--- src/rtl/mtf_pkg.sv ---
`timescale 1ns / 1ps
`default_nettype none
// ----------------------------------------------------------------------------
// mtf_pkg
// Shared types and constants for the move-to-front coder.
// ----------------------------------------------------------------------------
package mtf_pkg;

  // width of a symbol id and of a list position
  localparam int unsigned SYM_W = 5;

  // direction register codes
  localparam logic DIR_ENCODE = 1'b0;
  localparam logic DIR_DECODE = 1'b1;

  typedef logic [SYM_W-1:0] sym_t;

  // lookup request broadcast to every cell
  typedef struct packed {
    logic restart;
    logic decode;
    sym_t value;
  } cell_req_t;

  // update command broadcast to every cell
  typedef struct packed {
    logic accept;
    logic shift_en;
    sym_t pos;
  } cell_upd_t;

endpackage
`default_nettype wire

--- src/rtl/mtf_in_if.sv ---
`timescale 1ns / 1ps
`default_nettype none
// ----------------------------------------------------------------------------
// mtf_in_if
// Input channel of the move-to-front coder: value and restart flag.
// ----------------------------------------------------------------------------
interface mtf_in_if;
  logic                      valid;
  logic                      ready;
  logic [mtf_pkg::SYM_W-1:0] value_in;
  logic                      restart;

  modport source (output valid, output value_in, output restart, input ready);
  modport sink   (input valid, input value_in, input restart, output ready);
endinterface
`default_nettype wire

--- src/rtl/mtf_out_if.sv ---
`timescale 1ns / 1ps
`default_nettype none
// ----------------------------------------------------------------------------
// mtf_out_if
// Output channel of the move-to-front coder: coded value and error flag.
// ----------------------------------------------------------------------------
interface mtf_out_if;
  logic                      valid;
  logic                      ready;
  logic [mtf_pkg::SYM_W-1:0] value_out;
  logic                      error;

  modport source (output valid, output value_out, output error, input ready);
  modport sink   (input valid, input value_out, input error, output ready);
endinterface
`default_nettype wire

--- src/rtl/mtf_cell.sv ---
`timescale 1ns / 1ps
`default_nettype none
// ----------------------------------------------------------------------------
// mtf_cell
// One list entry: compares against the request and shifts from its neighbor.
// ----------------------------------------------------------------------------
module mtf_cell #(
  parameter int unsigned INDEX = 0
) (
  input  logic               clk_i,
  input  logic               rst_ni,
  input  mtf_pkg::cell_req_t req_i,
  input  mtf_pkg::cell_upd_t upd_i,
  input  mtf_pkg::sym_t      prev_sym_i,
  output mtf_pkg::sym_t      eff_sym_o,
  output logic               match_o
);
  import mtf_pkg::*;

  localparam sym_t MY_POS = sym_t'(INDEX);

  sym_t sym_q, sym_d;
  logic take_prev;

  // entry as seen by this item, after an optional restart
  assign eff_sym_o = req_i.restart ? MY_POS : sym_q;

  assign match_o = (req_i.decode == DIR_DECODE) ? (req_i.value == MY_POS)
                                                 : (req_i.value == eff_sym_o);

  // entries at or before the hit position move back one place
  assign take_prev = upd_i.shift_en && (MY_POS <= upd_i.pos);

  always_comb begin
    sym_d = sym_q;
    if (upd_i.accept) begin
      sym_d = take_prev ? prev_sym_i : eff_sym_o;
    end
  end

  always_ff @(posedge clk_i or negedge rst_ni) begin
    if (!rst_ni) begin
      sym_q <= MY_POS;
    end else begin
      sym_q <= sym_d;
    end
  end

endmodule
`default_nettype wire

--- src/rtl/move_to_front_coder.sv ---
`timescale 1ns / 1ps
`default_nettype none
// ----------------------------------------------------------------------------
// move_to_front_coder
// Move-to-front encoder/decoder built from a row of list cells.
// ----------------------------------------------------------------------------
// usage
//   in_i  : valid/ready channel carrying value_in and restart; one transfer
//           is one item
//   out_o : valid/ready channel carrying value_out and error; exactly one
//           transfer per input item, in order
//   cfg_we_i / cfg_wdata_i : direction register, 0 encodes, 1 decodes;
//           write only while no item is in flight
//   result: registered in the output register; it appears in the cycle after the input transfer
//   throughput: one item per cycle while the receiver takes each result; every cell compares and shifts in the
//           same cycle, so the row of cells sets the rate
//   the output register separates the sides: a new item is taken while the
//           held result is being taken in the same cycle
//   when the receiver stalls, the result holds and in_i.ready drops until
//           the output register drains
//   reset: the list returns to identity order (entry i holds i), direction
//           clears to encode, and no result is pending
//   values outside the alphabet return error with value 0 and leave the
//           list alone, except that a restart on that item still applies
// ----------------------------------------------------------------------------
module move_to_front_coder #(
  parameter int unsigned ALPHABET_SIZE = 27
) (
  input  logic     clk_i,
  input  logic     rst_ni,
  input  logic     cfg_we_i,
  input  logic     cfg_wdata_i,
  mtf_in_if.sink   in_i,
  mtf_out_if.source out_o
);
  import mtf_pkg::*;

  // direction register
  logic dir_q;

  // output register
  logic out_valid_q;
  sym_t value_out_q, value_out_d;
  logic error_q, error_d;

  // cell row
  sym_t                     eff_sym [ALPHABET_SIZE];
  sym_t                     prev_sym [ALPHABET_SIZE];
  logic [ALPHABET_SIZE-1:0] match;
  cell_req_t                req;
  cell_upd_t                upd;

  logic accept;
  logic out_of_range;
  sym_t hit_idx;
  sym_t hit_sym;
  sym_t hit_pos;
  sym_t front_sym;

  // a new item enters when the output register is empty or draining
  assign in_i.ready = !out_valid_q || out_o.ready;
  assign accept     = in_i.valid && in_i.ready;

  assign out_of_range = {1'b0, in_i.value_in} >= (SYM_W + 1)'(ALPHABET_SIZE);

  assign req.restart = in_i.restart;
  assign req.decode  = dir_q;
  assign req.value   = in_i.value_in;

  // gather the single matching cell: its position and its symbol
  always_comb begin
    hit_idx = '0;
    hit_sym = '0;
    for (int i = 0; i < ALPHABET_SIZE; i++) begin
      if (match[i]) begin
        hit_idx = hit_idx | sym_t'(i);
        hit_sym = hit_sym | eff_sym[i];
      end
    end
  end

  // position to promote and the symbol that lands at the front
  assign hit_pos   = (dir_q == DIR_DECODE) ? in_i.value_in : hit_idx;
  assign front_sym = (dir_q == DIR_DECODE) ? hit_sym : in_i.value_in;

  assign upd.accept   = accept;
  assign upd.shift_en = !out_of_range;
  assign upd.pos      = hit_pos;

  // each cell takes its left neighbor; the first cell takes the promoted symbol
  assign prev_sym[0] = front_sym;
  for (genvar g = 1; g < ALPHABET_SIZE; g++) begin : g_link
    assign prev_sym[g] = eff_sym[g-1];
  end

  for (genvar g = 0; g < ALPHABET_SIZE; g++) begin : g_cell
    mtf_cell #(
      .INDEX (g)
    ) u_cell (
      .clk_i      (clk_i),
      .rst_ni     (rst_ni),
      .req_i      (req),
      .upd_i      (upd),
      .prev_sym_i (prev_sym[g]),
      .eff_sym_o  (eff_sym[g]),
      .match_o    (match[g])
    );
  end

  // encode returns the position, decode returns the symbol
  always_comb begin
    if (out_of_range) begin
      value_out_d = '0;
      error_d     = 1'b1;
    end else begin
      value_out_d = (dir_q == DIR_DECODE) ? hit_sym : hit_idx;
      error_d     = 1'b0;
    end
  end

  always_ff @(posedge clk_i or negedge rst_ni) begin
    if (!rst_ni) begin
      dir_q <= DIR_ENCODE;
    end else if (cfg_we_i) begin
      dir_q <= cfg_wdata_i;
    end
  end

  always_ff @(posedge clk_i or negedge rst_ni) begin
    if (!rst_ni) begin
      out_valid_q <= 1'b0;
    end else if (accept) begin
      out_valid_q <= 1'b1;
    end else if (out_o.ready) begin
      out_valid_q <= 1'b0;
    end
  end

  always_ff @(posedge clk_i) begin
    if (accept) begin
      value_out_q <= value_out_d;
      error_q     <= error_d;
    end
  end

  assign out_o.valid     = out_valid_q;
  assign out_o.value_out = value_out_q;
  assign out_o.error     = error_q;

`ifndef NO_ASSERTIONS
  // the list stays a permutation, so an in-range item hits exactly one cell
  a_single_hit: assert property (@(posedge clk_i) disable iff (!rst_ni)
    (accept && !out_of_range) |-> $onehot(match))
    else $error("in-range item did not hit exactly one cell");

  // every transfer in produces a pending result next cycle
  a_result_follows: assert property (@(posedge clk_i) disable iff (!rst_ni)
    accept |=> out_valid_q)
    else $error("accepted item left no result");

  // out-of-range values report an error with a zero value
  a_range_error: assert property (@(posedge clk_i) disable iff (!rst_ni)
    (accept && out_of_range) |=> (error_q && (value_out_q == '0)))
    else $error("out-of-range item not flagged");

  // in-range results are never flagged and stay inside the alphabet
  a_in_range: assert property (@(posedge clk_i) disable iff (!rst_ni)
    (accept && !out_of_range) |=>
      (!error_q && ({1'b0, value_out_q} < (SYM_W + 1)'(ALPHABET_SIZE))))
    else $error("in-range item gave a bad result");
`endif

endmodule
`default_nettype wire

--- src/flat_wrapper.sv ---
// flat-port wrapper written by rule: the top's interface ports become plain ports
module move_to_front_coder_flat import mtf_pkg::*;
#(
  parameter int unsigned ALPHABET_SIZE = 27
)
  (clk_i, rst_ni, cfg_we_i, cfg_wdata_i, in_i_valid, in_i_value_in, in_i_restart, in_i_ready, out_o_valid, out_o_value_out, out_o_error, out_o_ready);
  mtf_in_if in_i_i ();
  mtf_out_if out_o_i ();
  input  logic clk_i;
  input  logic rst_ni;
  input  logic cfg_we_i;
  input  logic cfg_wdata_i;
  input wire logic [$bits(in_i_i.valid)-1:0] in_i_valid;
  input wire logic [$bits(in_i_i.value_in)-1:0] in_i_value_in;
  input wire logic [$bits(in_i_i.restart)-1:0] in_i_restart;
  output wire logic [$bits(in_i_i.ready)-1:0] in_i_ready;
  output wire logic [$bits(out_o_i.valid)-1:0] out_o_valid;
  output wire logic [$bits(out_o_i.value_out)-1:0] out_o_value_out;
  output wire logic [$bits(out_o_i.error)-1:0] out_o_error;
  input wire logic [$bits(out_o_i.ready)-1:0] out_o_ready;
  assign in_i_i.valid = in_i_valid;
  assign in_i_i.value_in = in_i_value_in;
  assign in_i_i.restart = in_i_restart;
  assign in_i_ready = in_i_i.ready;
  assign out_o_valid = out_o_i.valid;
  assign out_o_value_out = out_o_i.value_out;
  assign out_o_error = out_o_i.error;
  assign out_o_i.ready = out_o_ready;
  move_to_front_coder #(.ALPHABET_SIZE(ALPHABET_SIZE)) u_core (.clk_i(clk_i), .rst_ni(rst_ni), .cfg_we_i(cfg_we_i), .cfg_wdata_i(cfg_wdata_i), .in_i(in_i_i), .out_o(out_o_i));
endmodule
--- config.mk ---
export PLATFORM = sky130hd
export DESIGN_NAME = move_to_front_coder_flat
export DESIGN_NICKNAME = d
export VERILOG_FILES = /design/src/rtl/mtf_pkg.sv /design/src/rtl/mtf_in_if.sv /design/src/rtl/mtf_out_if.sv /design/src/rtl/mtf_cell.sv /design/src/rtl/move_to_front_coder.sv /design/src/flat_wrapper.sv
export SDC_FILE = /design/constraint.sdc
export NUM_CORES = 1
export LEC_CHECK = 0
export BUFFER_PORTS_ARGS = -buffer_cell sky130_fd_sc_hd__buf_2
export CORE_ASPECT_RATIO = 2
export CORE_MARGIN = 4
export CORE_UTILIZATION = 55
export CTS_BUF_LIST = sky130_fd_sc_hd__clkbuf_2 sky130_fd_sc_hd__clkbuf_4 sky130_fd_sc_hd__clkbuf_8
export CTS_CLUSTER_DIAMETER = 120
export CTS_CLUSTER_SIZE = 28
export DETAILED_ROUTE_END_ITERATION = 10
export MAX_ROUTING_LAYER = met4
export PLACE_DENSITY_LB_ADDON = 0.08
export SLEW_MARGIN = 20
export SYNTH_ARGS = -nofsm -noshare
export SYNTH_HDL_FRONTEND = slang
export SYNTH_SLANG_ARGS = --single-unit
--- constraint.sdc ---
create_clock -name clk_i -period 4.13 [get_ports clk_i]
set_input_delay 1.239 -clock clk_i [delete_from_list [all_inputs] [get_ports clk_i]]
set_output_delay 1.239 -clock clk_i [all_outputs]
set_load 0.01 [all_outputs]
==> impl_summary.txt <==
----------------------------------------------------
[Setup path]
  Family with the most delay on the worst path ... compound AO/OA/AOI/OAI gates
  Crit path capture type ... flip-flop
  Crit-path most repeated cell ... sky130_fd_sc_hd__buf_4
  Kind of start point of the critical path ... input pin
  Arrival time at the worst endpoint ... 4410 ps
  Maximum single-stage delay on the critical path ... 420 ps
  Sum of buffers and inverters on the critical path ... 6
  Required time of the worst setup path ... 4360 ps
  CP Max Fanout ... 11
  Ordered list of cells on the worst path ... buf_2, buf_12, buf_4, and2_1, a32oi_1, o22ai_2, and3_4, buf_4, buf_4, a32oi_2, nand4_1, a211oi_2, buf_4, and3_1, o211a_1, a311oi_2
  Critical path class ... in2reg
  Cell with the largest stage delay on the worst path ... sky130_fd_sc_hd__nand4_1

[Die]
  Die Area ... 0.0227 mm2
  Die Height ... 209 um
  Starting utilization of the core area ... 0.558
  Die Width ... 109 um
  Placeable Area ... 0.0199 mm2
  Top-Level Pins ... 20
  Cell row count ... 73

[Cells and area]
  Total number of nets in the final design ... 1579
  Count of filler cells inserted in the layout ... 1581
  Commonest cells after routing, fill and taps aside ... sky130_fd_sc_hd__buf_4 (281), sky130_fd_sc_hd__nor2_1 (117), sky130_fd_sc_hd__nand2_1 (114), sky130_fd_sc_hd__dfrtp_1 (77), sky130_fd_sc_hd__o21ai_0 (71)
  Layout overhead on the synthesized area ... 30.0%
  Multi-input combinational cell area ... 0.00717 mm2
  Storage cell area ... 0.00368 mm2
  Post-route cell area ... 0.0145 mm2
  Most common library cell in the layout ignoring fill and taps ... sky130_fd_sc_hd__buf_4
  Fraction of layout cells with a size suffix above 1 ... 0.330

[STA]
  Worst-case hold slack ... 514 ps
  Final setup skew ... 14.1 ps
  Final Slew Violations ... 0
  RSZ-0062 raised after global routing ... true
  Setup_tns ... -237 ps
  Shortest period the worst path allows ... 4180 ps
  Maximum clock frequency ... 239 MHz
  Final setup violation count ... 11
  Post-route clock period utilization ... 1.01
  Worst slew margin relative to its limit ... 0.451
  Final hold vios ... 0
  Worst Tran Pin Value ... 824 ps
  Fin worst setup slack ... -53.8 ps

[Synthesis]
  Synthesized area ... 0.0111 mm2
  Proportion of register bits with asynchronous set or reset after synthesis ... 0.958
  Number of flops mapped to enable cells by yosys ... 6
  Flop and latch count out of synthesis ... 143
  Share of synthesized area occupied by flip-flops and latches ... 0.331
  Distinct cells, synth ... 100
  Syn Inst Count ... 1331
  Avg Cell Area, Syn ... 8.35 um2
  Most instantiated flip-flop cell in the synthesis netlist ... sky130_fd_sc_hd__dfrtp_1
  Synthesized net count ... 1343
  Syn. warnings ... 0

[CTS]
  CTS tree ... yes
  Total number of H-tree levels ... 4
  Worst-case clock buffer depth ... 2
  Clock latency on the worst-skew pair ... 500 ps
  Root buffer cell ... sky130_fd_sc_hd__clkbuf_8
  Sinks on the clock net ... 143
  CTS hold repair buffers ... 0
  CTS buffer count ... 17
  Reg clk slew, reported paths ... 90 ps

[GRT]
  Pin count of the biggest net entering global routing ... 81
  Met2 Resource Use GR ... 0.751
  Global routing usage on met1 ... 0.521
  Total grt overflow ... 0
  Antenna violations before repair ... 1
  Global-route met3 utilization ... 0.138
  GRT Util Overall ... 0.501
  Most Used Layer, Global Route ... met2
  Wire length of the first global-routing pass ... 80.4 mm
  Via count of the first global-routing pass ... 12.7k

[Detailed routing]
  Post-route DRC violation count ... 0
  Total via count in the routed design ... 13.2k
  Vias per cell ... 7.16
  Number of antenna-violating nets in the routed design ... 0
  First-pass iteration count of the detailed router ... 9
  Drt wl/cell ... 29.7 um
  Drt initial violations ... 1703
  WL final ... 54.7 mm

[Placed design]
  Routability congestion estimate ... 1.13
  Placed wire-length estimate ... 41.3 mm
  Number of buffers inserted by port buffering ... 19
  Cell area after placement ... 0.0135 mm2

[Pwr]
  Cell leakage power ... 5.89 nW
  Ratio of total power to cell area ... 531 mW/mm2
  IR Drop Worst-Case VDD ... 0.420 mV
  Final total power ... 7.68 mW

[Hold path]
  Path class of the lowest-slack min-delay path ... reg2reg

[Status]
  Failing checks ... setup timing
  Outcome ... finished with violations

[Job]
  Maximum Capacitance Violations ... 0

----------------------------------------------------
## worst min-delay path, cell delays in order (launching register included)
cell	delay, ps
sky130_fd_sc_hd__dfrtp_1	370
sky130_fd_sc_hd__nand2_1	50
sky130_fd_sc_hd__o311ai_1	60
## registers in the layout, indices dropped and copies added (netlist names)
| signal | count |
|---|---|
| u_core.g_cell.u_cell.sym_q | 135 |
| u_core.out_o.value_out | 5 |
| u_core.dir_q | 1 |
| u_core.out_o.error | 1 |
| u_core.out_o.valid | 1 |
## timing repair
action,in CTS,in global routing
pin swaps,6,26
buffers inserted,4,14
gates resized for setup,13,70
setup endpoints to repair,100,98
## worst paths after layout
kind / to / slack [ps] / startpoint / cells past startpoint
worst min-delay path: u_core.g_cell[14].u_cell.sym_q[0] / 510 / u_core.g_cell[14].u_cell.sym_q[0] / 2
max in group asynchronous: u_core.g_cell[19].u_cell.sym_q[0] / 2540 / rst_ni / 2
worst max register to register: u_core.g_cell[3].u_cell.sym_q[4] / 270 / u_core.dir_q / 17
worst min register to register: u_core.g_cell[14].u_cell.sym_q[0] / 510 / u_core.g_cell[14].u_cell.sym_q[0] / 2
min in group asynchronous: u_core.g_cell[24].u_cell.sym_q[1] / 760 / rst_ni / 1
worst max-delay path: u_core.out_o.value_out[2] / -50 / in_i_value_in[3] / 16
## metal layers
layer,wire length [um],vias to the layer above
li1,-,5547
met1,17500,6266
met2,25000,974
met3,5510,409
met4,6650,0
met5,0,-
## power by group
group	internal (mW)	switching, mW	total [mW]
combinational	1.55	1.76	3.31
sequential	2.07	1.14	3.22
clock	0.559	0.598	1.16
## synthesized netlist by cell type (21+ instances only)
library cell	n	area, um2
sky130_fd_sc_hd__a31oi_1	23	144
sky130_fd_sc_hd__nand2b_1	38	238
sky130_fd_sc_hd__nor4_1	31	194
sky130_fd_sc_hd__a21oi_1	50	250
sky130_fd_sc_hd__xnor2_1	45	394
sky130_fd_sc_hd__buf_2	40	200
sky130_fd_sc_hd__nor2b_1	45	282
sky130_fd_sc_hd__nor3_1	22	110
sky130_fd_sc_hd__nand4_1	21	131
sky130_fd_sc_hd__dfrtp_1	77	1930
sky130_fd_sc_hd__inv_1	44	165
sky130_fd_sc_hd__dfstp_2	60	1580
sky130_fd_sc_hd__a22oi_1	27	203
sky130_fd_sc_hd__o22ai_1	35	219
sky130_fd_sc_hd__clkbuf_1	53	199
sky130_fd_sc_hd__o21ai_0	77	385
sky130_fd_sc_hd__nor2_1	122	458
sky130_fd_sc_hd__nand2_1	117	439
## logic make-up after synthesis
logic type,after synthesis,synth area share
flops,143,0.331
simple gates,511,0.245
buf+inv,158,0.0630
xor+xnor,59,0.0465
compound gates,451,0.306
mux,9,0.00810
## layout make-up
cell class              count  area share
diodes                      1    0.000173
clock buffers              18      0.0171
clock inverters            14      0.0106
inverters                  47      0.0122
multi-input cells        1030       0.496
flip-flops and latches    143       0.255
well taps                 262      0.0227
repair buffers            328       0.186
## stage by stage
stage,worst slack (ps),util,instances
after floorplan,-251,-,1331
after global placement,-766,0.679,1792
after detailed placement,-802,0.679,1792
after CTS,4.98,0.704,1828
after global routing,-60.1,0.726,1843
final,-53.8,0.726,1843
Note: power is estimated with default switching activity, not from simulation.
